===== src/group_scaled_int8_dot_product_assert.svh =====
// ----------------------------------------------------------------------------
// Assertion macros for the group-scaled int8 dot product
// Concurrent checks that compile away when SYNTH is defined.
// ----------------------------------------------------------------------------
`ifndef GROUP_SCALED_INT8_DOT_PRODUCT_ASSERT_SVH
`define GROUP_SCALED_INT8_DOT_PRODUCT_ASSERT_SVH

`ifndef SYNTH

// The expression holds at every clock edge outside reset.
`define GSDP_ASSERT_ALWAYS(label, clk, rst_n, expr) \
    label: assert property (@(posedge clk) disable iff (!rst_n) (expr)) \
        else $error("gsdp assertion failed");

// Whenever the antecedent holds, the consequent holds in the same cycle.
`define GSDP_ASSERT_IMPL(label, clk, rst_n, ante, cons) \
    label: assert property (@(posedge clk) disable iff (!rst_n) (ante) |-> (cons)) \
        else $error("gsdp assertion failed");

`else

`define GSDP_ASSERT_ALWAYS(label, clk, rst_n, expr)
`define GSDP_ASSERT_IMPL(label, clk, rst_n, ante, cons)

`endif

`endif


===== src/gsdp_pkg.sv =====
// ----------------------------------------------------------------------------
// Group-scaled int8 dot product package
// Shared widths, register indexes, item types and controller codes.
// ----------------------------------------------------------------------------
package gsdp_pkg;

    // Field widths
    localparam int ACT_W        = 8;
    localparam int SCALE_W      = 32;
    localparam int RESULT_W     = 48;
    localparam int GROUP_SIZE_W = 7;
    localparam int ROW_LEN_W    = 16;
    localparam int ROW_CNT_W    = 16;

    // Configuration port
    localparam int CFG_IDX_W  = 2;
    localparam int CFG_DATA_W = 16;

    localparam logic [CFG_IDX_W-1:0] CFG_IDX_GROUP_SIZE = 2'd0;
    localparam logic [CFG_IDX_W-1:0] CFG_IDX_ROW_LENGTH = 2'd1;
    localparam logic [CFG_IDX_W-1:0] CFG_IDX_ROW_COUNT  = 2'd2;

    localparam logic [GROUP_SIZE_W-1:0] GROUP_SIZE_RST = 7'd64;
    localparam logic [ROW_LEN_W-1:0]    ROW_LENGTH_RST = 16'd64;
    localparam logic [ROW_CNT_W-1:0]    ROW_COUNT_RST  = 16'd1;

    // Largest group size the datapath is built for
    localparam int MAX_GROUP_SIZE_DEF = 64;

    // Saturation limits of the row accumulator
    localparam logic signed [RESULT_W-1:0] SUM_MAX = {1'b0, {(RESULT_W-1){1'b1}}};
    localparam logic signed [RESULT_W-1:0] SUM_MIN = {1'b1, {(RESULT_W-1){1'b0}}};

    // Input transaction
    typedef struct packed {
        logic signed [ACT_W-1:0] act_value;
        logic signed [ACT_W-1:0] weight_value;
        logic [SCALE_W-1:0]      act_scale;
        logic [SCALE_W-1:0]      weight_scale;
    } in_item_t;

    // Output transaction
    typedef struct packed {
        logic signed [RESULT_W-1:0] row_result;
        logic                       saturated;
        logic                       last_row;
    } out_item_t;

    // Controller states
    typedef enum logic [2:0] {
        ST_IDLE,
        ST_MUL_SCALE,
        ST_MUL_LO,
        ST_MUL_HI,
        ST_SUM_TERM,
        ST_ACCUM,
        ST_EMIT
    } state_t;

    // Datapath arithmetic operations
    typedef enum logic [2:0] {
        OP_NONE,
        OP_MUL_SCALE,
        OP_MUL_LO,
        OP_MUL_HI,
        OP_SUM_TERM,
        OP_ACCUM
    } dp_op_t;

    // Controller to datapath
    typedef struct packed {
        logic   accept;
        logic   emit;
        dp_op_t op;
    } ctrl_cmd_t;

    // Datapath to controller
    typedef struct packed {
        logic go_scale;
        logic row_end;
        logic out_free;
    } ctrl_status_t;

endpackage


===== src/gsdp_stream_if.sv =====
// ----------------------------------------------------------------------------
// Valid/ready stream interface
// Carries one payload per transaction; accepted when valid and ready are high.
// ----------------------------------------------------------------------------
interface gsdp_stream_if #(
    parameter type payload_t = logic
);
    logic     valid;
    logic     ready;
    payload_t payload;

    modport source (output valid, output payload, input ready);
    modport sink (input valid, input payload, output ready);
endinterface


===== src/gsdp_ctrl.sv =====
// ----------------------------------------------------------------------------
// Group-scaled int8 dot product controller
// Sequences item acceptance, the per-group scale multiply and result emission.
// ----------------------------------------------------------------------------
module gsdp_ctrl (
    input  logic                    clk,
    input  logic                    rst_n,
    input  logic                    valid,
    output logic                    ready,
    input  gsdp_pkg::ctrl_status_t  status,
    output gsdp_pkg::ctrl_cmd_t     cmd
);

    gsdp_pkg::state_t state_reg;
    gsdp_pkg::state_t state_next;
    logic             row_end_reg;
    logic             row_end_next;

    // State register
    always_ff @(posedge clk or negedge rst_n)
    begin
        if (!rst_n)
        begin
            state_reg   <= gsdp_pkg::ST_IDLE;
            row_end_reg <= 1'b0;
        end
        else
        begin
            state_reg   <= state_next;
            row_end_reg <= row_end_next;
        end
    end

    // Next state and commands
    always_comb
    begin
        state_next   = state_reg;
        row_end_next = row_end_reg;
        ready        = 1'b0;
        cmd.accept   = 1'b0;
        cmd.emit     = 1'b0;
        cmd.op       = gsdp_pkg::OP_NONE;
        unique case (state_reg)
            gsdp_pkg::ST_IDLE:
            begin
                ready = 1'b1;
                if (valid)
                begin
                    cmd.accept   = 1'b1;
                    row_end_next = status.row_end;
                    if (status.go_scale)
                    begin
                        state_next = gsdp_pkg::ST_MUL_SCALE;
                    end
                    else if (status.row_end)
                    begin
                        state_next = gsdp_pkg::ST_EMIT;
                    end
                end
            end
            gsdp_pkg::ST_MUL_SCALE:
            begin
                cmd.op     = gsdp_pkg::OP_MUL_SCALE;
                state_next = gsdp_pkg::ST_MUL_LO;
            end
            gsdp_pkg::ST_MUL_LO:
            begin
                cmd.op     = gsdp_pkg::OP_MUL_LO;
                state_next = gsdp_pkg::ST_MUL_HI;
            end
            gsdp_pkg::ST_MUL_HI:
            begin
                cmd.op     = gsdp_pkg::OP_MUL_HI;
                state_next = gsdp_pkg::ST_SUM_TERM;
            end
            gsdp_pkg::ST_SUM_TERM:
            begin
                cmd.op     = gsdp_pkg::OP_SUM_TERM;
                state_next = gsdp_pkg::ST_ACCUM;
            end
            gsdp_pkg::ST_ACCUM:
            begin
                cmd.op     = gsdp_pkg::OP_ACCUM;
                state_next = row_end_reg ? gsdp_pkg::ST_EMIT : gsdp_pkg::ST_IDLE;
            end
            gsdp_pkg::ST_EMIT:
            begin
                // Wait for the output register to be free.
                if (status.out_free)
                begin
                    cmd.emit   = 1'b1;
                    state_next = gsdp_pkg::ST_IDLE;
                end
            end
            default:
            begin
                state_next = gsdp_pkg::ST_IDLE;
            end
        endcase
    end

endmodule


===== src/gsdp_datapath.sv =====
// ----------------------------------------------------------------------------
// Group-scaled int8 dot product datapath
// Position counters, int8 MAC, shared 33x33 multiplier, saturating row sum.
// ----------------------------------------------------------------------------
`include "group_scaled_int8_dot_product_assert.svh"

module gsdp_datapath #(
    parameter int MAX_GROUP_SIZE = gsdp_pkg::MAX_GROUP_SIZE_DEF
) (
    input  logic                              clk,
    input  logic                              rst_n,
    input  logic                              cfg_write,
    input  logic [gsdp_pkg::CFG_IDX_W-1:0]    cfg_index,
    input  logic [gsdp_pkg::CFG_DATA_W-1:0]   cfg_data,
    input  gsdp_pkg::in_item_t                item,
    input  gsdp_pkg::ctrl_cmd_t               cmd,
    output gsdp_pkg::ctrl_status_t            status,
    gsdp_stream_if.source                     result
);

    localparam int GP_W     = (MAX_GROUP_SIZE > 1) ? $clog2(MAX_GROUP_SIZE) : 1;
    localparam int GSE_W    = GP_W + 1;
    localparam int GS_CMP_W = ((GSE_W > gsdp_pkg::GROUP_SIZE_W) ? GSE_W
                              : gsdp_pkg::GROUP_SIZE_W) + 1;
    localparam int GSUM_W   = GP_W + 16;
    localparam int POS_W    = gsdp_pkg::ROW_LEN_W;
    localparam int GE_W     = POS_W + 1;
    localparam int MUL_W    = gsdp_pkg::SCALE_W + 1;
    localparam int PROD_W   = 2 * MUL_W;
    localparam int TERM_W   = GSUM_W + gsdp_pkg::SCALE_W + 1;
    localparam int ACC_W    = TERM_W + 1;
    localparam int RES_W    = gsdp_pkg::RESULT_W;
    localparam int HALF_W   = gsdp_pkg::SCALE_W;

    // Configuration registers
    logic [gsdp_pkg::GROUP_SIZE_W-1:0] group_size_reg;
    logic [gsdp_pkg::ROW_LEN_W-1:0]    row_length_reg;
    logic [gsdp_pkg::ROW_CNT_W-1:0]    row_count_reg;

    // Block state
    logic [GP_W-1:0]                   gp_reg;
    logic [POS_W-1:0]                  rp_reg;
    logic [gsdp_pkg::ROW_CNT_W-1:0]    row_index_reg;
    logic signed [GSUM_W-1:0]          gsum_reg;
    logic signed [RES_W-1:0]           row_sum_reg;
    logic                              clamp_reg;
    logic                              out_valid_reg;

    // Arithmetic pipeline registers
    logic [gsdp_pkg::SCALE_W-1:0]      act_scale_reg;
    logic [gsdp_pkg::SCALE_W-1:0]      weight_scale_reg;
    logic signed [GSUM_W-1:0]          g_reg;
    logic [PROD_W-1:0]                 mul_reg;
    logic [HALF_W-1:0]                 p_hi_reg;
    logic signed [GSUM_W-1:0]          lo_part_reg;
    logic signed [TERM_W-1:0]          term_reg;
    gsdp_pkg::out_item_t               out_reg;

    // Combinational signals
    logic [GSE_W-1:0]                  gs_eff;
    logic [GP_W-1:0]                   gs_m1;
    logic [POS_W-1:0]                  rl_m1;
    logic [gsdp_pkg::ROW_CNT_W-1:0]    rc_m1;
    logic                              closes;
    logic                              used;
    logic                              row_end;
    logic [GE_W-1:0]                   group_end;
    logic signed [2*gsdp_pkg::ACT_W-1:0] mac_prod;
    logic signed [GSUM_W-1:0]          gsum_new;
    logic signed [MUL_W-1:0]           mul_a;
    logic signed [MUL_W-1:0]           mul_b;
    logic signed [PROD_W-1:0]          mul_full;
    logic signed [TERM_W-1:0]          term_sum;
    logic signed [ACC_W-1:0]           acc_sum;
    logic [ACC_W-RES_W:0]              acc_top;
    logic signed [RES_W-1:0]           row_sum_sat;
    logic                              acc_fits;

    // Configuration writes
    always_ff @(posedge clk or negedge rst_n)
    begin
        if (!rst_n)
        begin
            group_size_reg <= gsdp_pkg::GROUP_SIZE_RST;
            row_length_reg <= gsdp_pkg::ROW_LENGTH_RST;
            row_count_reg  <= gsdp_pkg::ROW_COUNT_RST;
        end
        else if (cfg_write)
        begin
            unique case (cfg_index)
                gsdp_pkg::CFG_IDX_GROUP_SIZE:
                    group_size_reg <= cfg_data[gsdp_pkg::GROUP_SIZE_W-1:0];
                gsdp_pkg::CFG_IDX_ROW_LENGTH:
                    row_length_reg <= cfg_data[gsdp_pkg::ROW_LEN_W-1:0];
                gsdp_pkg::CFG_IDX_ROW_COUNT:
                    row_count_reg <= cfg_data[gsdp_pkg::ROW_CNT_W-1:0];
                default:
                begin
                end
            endcase
        end
    end

    // Effective group size, clamped to 1..MAX_GROUP_SIZE
    always_comb
    begin
        if (group_size_reg == '0)
        begin
            gs_eff = GSE_W'(1);
        end
        else if (GS_CMP_W'(group_size_reg) > GS_CMP_W'(MAX_GROUP_SIZE))
        begin
            gs_eff = GSE_W'(MAX_GROUP_SIZE);
        end
        else
        begin
            gs_eff = GSE_W'(group_size_reg);
        end
    end

    assign gs_m1 = GP_W'(gs_eff - GSE_W'(1));
    assign rl_m1 = (row_length_reg == '0) ? '0 : row_length_reg - POS_W'(1);
    assign rc_m1 = (row_count_reg == '0) ? '0
                 : row_count_reg - gsdp_pkg::ROW_CNT_W'(1);

    // Item decode: group close, partial-group discard and row end
    assign closes    = gp_reg >= gs_m1;
    assign group_end = closes ? GE_W'(rp_reg)
                     : GE_W'(rp_reg) - GE_W'(gp_reg) + GE_W'(gs_m1);
    assign used      = group_end <= GE_W'(rl_m1);
    assign row_end   = rp_reg >= rl_m1;

    // Integer multiply-accumulate
    assign mac_prod = item.act_value * item.weight_value;
    assign gsum_new = used ? gsum_reg + GSUM_W'(mac_prod) : gsum_reg;

    assign status.go_scale = closes && used;
    assign status.row_end  = row_end;
    assign status.out_free = !out_valid_reg || result.ready;

    // Shared multiplier operand selection
    always_comb
    begin
        mul_a = '0;
        mul_b = '0;
        case (cmd.op)
            gsdp_pkg::OP_MUL_SCALE:
            begin
                mul_a = {1'b0, act_scale_reg};
                mul_b = {1'b0, weight_scale_reg};
            end
            gsdp_pkg::OP_MUL_LO:
            begin
                mul_a = MUL_W'(g_reg);
                mul_b = {1'b0, mul_reg[HALF_W-1:0]};
            end
            gsdp_pkg::OP_MUL_HI:
            begin
                mul_a = MUL_W'(g_reg);
                mul_b = {1'b0, p_hi_reg};
            end
            default:
            begin
            end
        endcase
    end

    assign mul_full = mul_a * mul_b;

    // Term assembly and saturating row accumulation
    assign term_sum    = TERM_W'($signed(mul_reg[TERM_W-2:0])) + TERM_W'(lo_part_reg);
    assign acc_sum     = ACC_W'(row_sum_reg) + ACC_W'(term_reg);
    assign acc_top     = acc_sum[ACC_W-1:RES_W-1];
    assign acc_fits    = (&acc_top) || !(|acc_top);
    assign row_sum_sat = acc_fits ? acc_sum[RES_W-1:0]
                       : (acc_sum[ACC_W-1] ? gsdp_pkg::SUM_MIN : gsdp_pkg::SUM_MAX);

    // Control state: counters, sums and output valid
    always_ff @(posedge clk or negedge rst_n)
    begin
        if (!rst_n)
        begin
            gp_reg        <= '0;
            rp_reg        <= '0;
            row_index_reg <= '0;
            gsum_reg      <= '0;
            row_sum_reg   <= '0;
            clamp_reg     <= 1'b0;
            out_valid_reg <= 1'b0;
        end
        else
        begin
            if (cmd.accept)
            begin
                if (row_end)
                begin
                    rp_reg   <= '0;
                    gp_reg   <= '0;
                    gsum_reg <= '0;
                end
                else
                begin
                    rp_reg <= rp_reg + POS_W'(1);
                    if (closes)
                    begin
                        gp_reg   <= '0;
                        gsum_reg <= '0;
                    end
                    else
                    begin
                        gp_reg   <= gp_reg + GP_W'(1);
                        gsum_reg <= gsum_new;
                    end
                end
            end

            if (cmd.op == gsdp_pkg::OP_ACCUM)
            begin
                row_sum_reg <= row_sum_sat;
                if (!acc_fits)
                begin
                    clamp_reg <= 1'b1;
                end
            end

            // Emit the finished row and clear the row accumulators.
            if (cmd.emit)
            begin
                out_valid_reg <= 1'b1;
                row_sum_reg   <= '0;
                clamp_reg     <= 1'b0;
                row_index_reg <= (row_index_reg >= rc_m1) ? '0
                               : row_index_reg + gsdp_pkg::ROW_CNT_W'(1);
            end
            else if (result.ready)
            begin
                out_valid_reg <= 1'b0;
            end
        end
    end

    // Payload registers
    always_ff @(posedge clk)
    begin
        if (cmd.accept && closes)
        begin
            g_reg            <= gsum_new;
            act_scale_reg    <= item.act_scale;
            weight_scale_reg <= item.weight_scale;
        end

        if (cmd.op == gsdp_pkg::OP_MUL_SCALE || cmd.op == gsdp_pkg::OP_MUL_LO ||
            cmd.op == gsdp_pkg::OP_MUL_HI)
        begin
            mul_reg <= mul_full;
        end

        if (cmd.op == gsdp_pkg::OP_MUL_LO)
        begin
            p_hi_reg <= mul_reg[2*HALF_W-1:HALF_W];
        end

        // Floor of the low partial product shifted down by 32
        if (cmd.op == gsdp_pkg::OP_MUL_HI)
        begin
            lo_part_reg <= $signed(mul_reg[GSUM_W+HALF_W-1:HALF_W]);
        end

        if (cmd.op == gsdp_pkg::OP_SUM_TERM)
        begin
            term_reg <= term_sum;
        end

        if (cmd.emit)
        begin
            out_reg.row_result <= row_sum_reg;
            out_reg.saturated  <= clamp_reg;
            out_reg.last_row   <= row_index_reg >= rc_m1;
        end
    end

    assign result.valid   = out_valid_reg;
    assign result.payload = out_reg;

    // Checks
    `GSDP_ASSERT_ALWAYS(a_gp_within_row, clk, rst_n, POS_W'(gp_reg) <= rp_reg)
    `GSDP_ASSERT_IMPL(a_emit_slot_free, clk, rst_n, cmd.emit, !out_valid_reg || result.ready)
    `GSDP_ASSERT_IMPL(a_lo_after_scale, clk, rst_n, cmd.op == gsdp_pkg::OP_MUL_LO, $past(cmd.op) == gsdp_pkg::OP_MUL_SCALE)

endmodule


===== src/group_scaled_int8_dot_product.sv =====
// Sequence: an item that does not close a used group is only accepted; an item closing
// a used group is accepted, then passes three times through the shared 33x33 multiplier,
// then through the term sum and the row accumulate. A row end adds an emit step, held
// while the previous result waits; the result is valid the cycle after the emit.
// The block takes no new item until it is through with the last one.
// Reset: asynchronous, active low; counters and sums clear, configuration registers take defaults.
// ----------------------------------------------------------------------------
// Group-scaled int8 dot product
// Streams int8 activation/weight pairs and emits one saturated Q32.16 result
// per row, scaling each group's integer sum by its two Q8.24 scales.
// ----------------------------------------------------------------------------
module group_scaled_int8_dot_product #(
    parameter int MAX_GROUP_SIZE = gsdp_pkg::MAX_GROUP_SIZE_DEF
) (
    input  logic                              clk,
    input  logic                              rst_n,
    input  logic                              cfg_write,
    input  logic [gsdp_pkg::CFG_IDX_W-1:0]    cfg_index,
    input  logic [gsdp_pkg::CFG_DATA_W-1:0]   cfg_data,
    gsdp_stream_if.sink                       operand,
    gsdp_stream_if.source                     result
);

    gsdp_pkg::ctrl_cmd_t    cmd;
    gsdp_pkg::ctrl_status_t status;
    logic                   ready;

    // Sequencer
    gsdp_ctrl u_ctrl (
        .clk    (clk),
        .rst_n  (rst_n),
        .valid  (operand.valid),
        .ready  (ready),
        .status (status),
        .cmd    (cmd)
    );

    assign operand.ready = ready;

    // Arithmetic and state
    gsdp_datapath #(
        .MAX_GROUP_SIZE (MAX_GROUP_SIZE)
    ) u_datapath (
        .clk       (clk),
        .rst_n     (rst_n),
        .cfg_write (cfg_write),
        .cfg_index (cfg_index),
        .cfg_data  (cfg_data),
        .item      (operand.payload),
        .cmd       (cmd),
        .status    (status),
        .result    (result)
    );

endmodule

===== src/flat_wrapper.sv =====
// flat-port wrapper written by rule: the top's interface ports become plain ports
module group_scaled_int8_dot_product_flat 
#(
    parameter int MAX_GROUP_SIZE = gsdp_pkg::MAX_GROUP_SIZE_DEF
)
  (clk, rst_n, cfg_write, cfg_index, cfg_data, operand_valid, operand_payload, operand_ready, result_valid, result_payload, result_ready);
  gsdp_stream_if operand_i ();
  gsdp_stream_if result_i ();
  input  logic clk;
  input  logic rst_n;
  input  logic cfg_write;
  input  logic [gsdp_pkg::CFG_IDX_W-1:0] cfg_index;
  input  logic [gsdp_pkg::CFG_DATA_W-1:0] cfg_data;
  input wire logic [$bits(operand_i.valid)-1:0] operand_valid;
  input wire logic [$bits(operand_i.payload)-1:0] operand_payload;
  output wire logic [$bits(operand_i.ready)-1:0] operand_ready;
  output wire logic [$bits(result_i.valid)-1:0] result_valid;
  output wire logic [$bits(result_i.payload)-1:0] result_payload;
  input wire logic [$bits(result_i.ready)-1:0] result_ready;
  assign operand_i.valid = operand_valid;
  assign operand_i.payload = operand_payload;
  assign operand_ready = operand_i.ready;
  assign result_valid = result_i.valid;
  assign result_payload = result_i.payload;
  assign result_i.ready = result_ready;
  group_scaled_int8_dot_product #(.MAX_GROUP_SIZE(MAX_GROUP_SIZE)) u_core (.clk(clk), .rst_n(rst_n), .cfg_write(cfg_write), .cfg_index(cfg_index), .cfg_data(cfg_data), .operand(operand_i), .result(result_i));
endmodule

===== config.mk =====
export PLATFORM = sky130hd
export DESIGN_NAME = group_scaled_int8_dot_product_flat
export DESIGN_NICKNAME = d
export VERILOG_FILES = /design/src/gsdp_pkg.sv /design/src/gsdp_stream_if.sv /design/src/gsdp_ctrl.sv /design/src/gsdp_datapath.sv /design/src/group_scaled_int8_dot_product.sv /design/src/flat_wrapper.sv
export VERILOG_INCLUDE_DIRS = /design/src /design/src/src
export SDC_FILE = /design/constraint.sdc
export NUM_CORES = 1
export LEC_CHECK = 0
export BUFFER_PORTS_ARGS = -buffer_cell sky130_fd_sc_hd__clkbuf_2
export CORE_UTILIZATION = 40
export CTS_CLUSTER_SIZE = 24
export DETAILED_ROUTE_END_ITERATION = 8
export PLACE_DENSITY = 0.63
export SLEW_MARGIN = 10
export SYNTH_ARGS = -nofsm -noshare
export SYNTH_HDL_FRONTEND = slang
export SYNTH_HIERARCHICAL = 1
export SYNTH_SLANG_ARGS = --single-unit

===== constraint.sdc =====
create_clock -name clk -period 6.2 [get_ports clk]
set_input_delay 0.62 -clock clk [delete_from_list [all_inputs] [get_ports clk]]
set_output_delay 0.62 -clock clk [all_outputs]
set_load 0.02 [all_outputs]

==> flow_summary.toml <==
[power_and_ir_drop]
p_seq_share_pct = 22.2
swShare_pct = 45.18
power.internal_mw = 2.109
p_per_area_nw_per_um2 = 509.8
leakage_nw = 3.497
power.net_switching_mw = 1.738
clkPwrFrac_pct = 15.0
power_frac_comb_pct = 62.8
vdd_ir_drop_max_v = 0.0003726

[cells_and_area]
utilization_pct = 45.82
syn_to_final_growth_pct = 12.31
finalNetCount = 868
layout-drive-gt1-share_pct = 16.62
num_antenna_cells = 0
stdcell_count = 978
postLayoutCellArea_um2 = 7545

[timing]
setup_viol = 0
slew_headroom_pct = 33.96
drv_slew = 0
final_hold_viol_count = 0
min_period_ns = 5.956
fin_skew_ns = 0.01077
fmax_mhz = 167.9
period_share_pct = 96.07
setup_tns_ns = 0
tightest_slew_ns = 0.9885
fin_ws_ns = 0.2437

[worst_hold_path]
hold_path.class = "in2async"

[critical_path]
crit_path_top_delay_cell = "or4_4"
path_common_cell = "nor2_1"
crit_type = "reg2reg"
crit_start = "u_core/u_datapath/group_size_reg[1]"
critical-path-max-stage-delay_ns = 0.54
cp.arrival_ns = 6.19
cp_max_fo = 4
end_kind = "register"
cp-start-kind = "register"
critPathRequiredTime_ns = 6.44
r2r_start = "u_core/u_datapath/group_size_reg[1]"

[clock_tree]
numCtsBuffers = 9
tritoncts = "yes"
cts-root-buf = "clkbuf_16"
clk_latency_ns = 0.35
htreeDepth = 3
clk_pin_slew_ns = 0.07
clk_path_buf_depth = 2
cts_sinks = 83

[placement]
place_inst = 959
gp_congestion = 0.8241
postPlaceCellArea_um2 = 7104
dp_hpwl_um = 11170
post-place-ws_ns = 0.009712
io_buffers = 25

[detailed_routing]
drt_iter0_drc = 235
drcViolationCount = 0
firstDrtPassIters = 4
via_per_inst = 5.320
routed_wirelength_um = 14730
wl_per_cell_um = 15.06
num_vias = 5203
ant_nets = 0

[die]
coreArea_um2 = 16470
die_h_um = 131.6
start_util_pct = 40.80
floorplan.rows = 47
die-area_um2 = 17320
die_w_um = 131.6
pin_count = 27

[yosys]
syn_avg_cell_area_um2 = 9.279
syn_area_um2 = 6718
synthCells = 724
yosys_warnings = 6
syn-num-nets = 839

[run]
max_cap_viol_count = 0

[global_route]
grt_pass1_wl_um = 25160
antenna_found_initial = 0
grt_pass1_vias = 5037
grt_start_max_net_pins = 61
grt_overflow = 0
grt_use_total_pct = 17.98

[status]
status = "complete, no violations"
[layout by cell type, fill, tap and decap left out, drive strengths merged, types with 3 or more instances in the layout]
master and count:
inv 57, xor2 27, o22ai 6, a2111oi 3, dfrtp 79, nor4 4
and2 4, a21o 16, o21ai 34, buf 10, nand3 24, mux2 39
or4 5, clkbuf 34, fa 6, ha 85, a21oi 39, dfstp 3
nor3 20, nand2 70, o211ai 4, nor2 45, o31ai 8, nand4 13
a211oi 7, nand2b 11, and3 4, xnor2 27, nor2b 6, or3 4
o2bb2ai 3, mux2i 8, and4 4, o21a 5, a31oi 10
[cell type report]
type,count,area [um2]
fillers,1578,8921
multi-input cells,571,4468
flip-flops and latches,83,2086
well taps,220,275.3
clock buffers,10,239.0
inverters,54,202.7
repair buffers,34,195.2
clock inverters,6,78.83
[critical path: cells and delay by family (launching register included)]
family                   cells  cell delay [ns]
AND/OR/NAND/NOR              6             0.98
AO/OA/AOI/OAI               14             2.57
XOR/XNOR                     1             0.13
adder cells (fa/ha/maj)      4             1.28
flip-flops                   1             0.41
buffers and inverters        4             0.47
[metal layers]
layer / global-route usage (%) / wire, um
met4: 5.749 / 185
met2: 27.28 / 6560
met3: 2.739 / 395
met1: 26.03 / 7590
met5: 0 / 0
[path summary, 6_finish.rpt]
kind / end / slack [ns] / cells past startpoint
max: u_core/u_ctrl/state_reg[2] / 0.24 / 29
min: u_core/u_datapath/rp_reg[12] / 0.17 / 1
max reg2reg: u_core/u_ctrl/state_reg[2] / 0.24 / 29
min reg2reg: u_core/u_datapath/result.valid / 0.52 / 2
max in group asynchronous: u_core/u_datapath/group_size_reg[5] / 4.97 / 2
min in group clk: u_core/u_datapath/result.valid / 0.52 / 2
[power groups by stage]
stage               sequential (mW)  clock, mW  combinational (mW)
floorplan                     0.800          0                1.76
finish                        0.854      0.578                2.41
detailed placement            0.862          0                2.21
CTS                           0.854      0.595                2.24
global route                  0.881      0.614                2.76
global placement              0.860          0                2.19
[through the flow]
step	power (mW)	hold WS, ns
after floorplan	2.558	0.3244
after global placement	3.047	0.5142
after detailed placement	3.067	0.5140
after CTS	3.686	0.1759
after global routing	4.251	0.1952
final	3.846	0.1695
[repair_timing]
item | in CTS | in global routing
hold buffers | 0 | 0
pin swaps | 0 | 8
setup buffers | 0 | 3
setup endpoints to repair | 1 | 3
gates resized for setup | 1 | 16
Note: power is estimated with default switching activity, not from simulation.
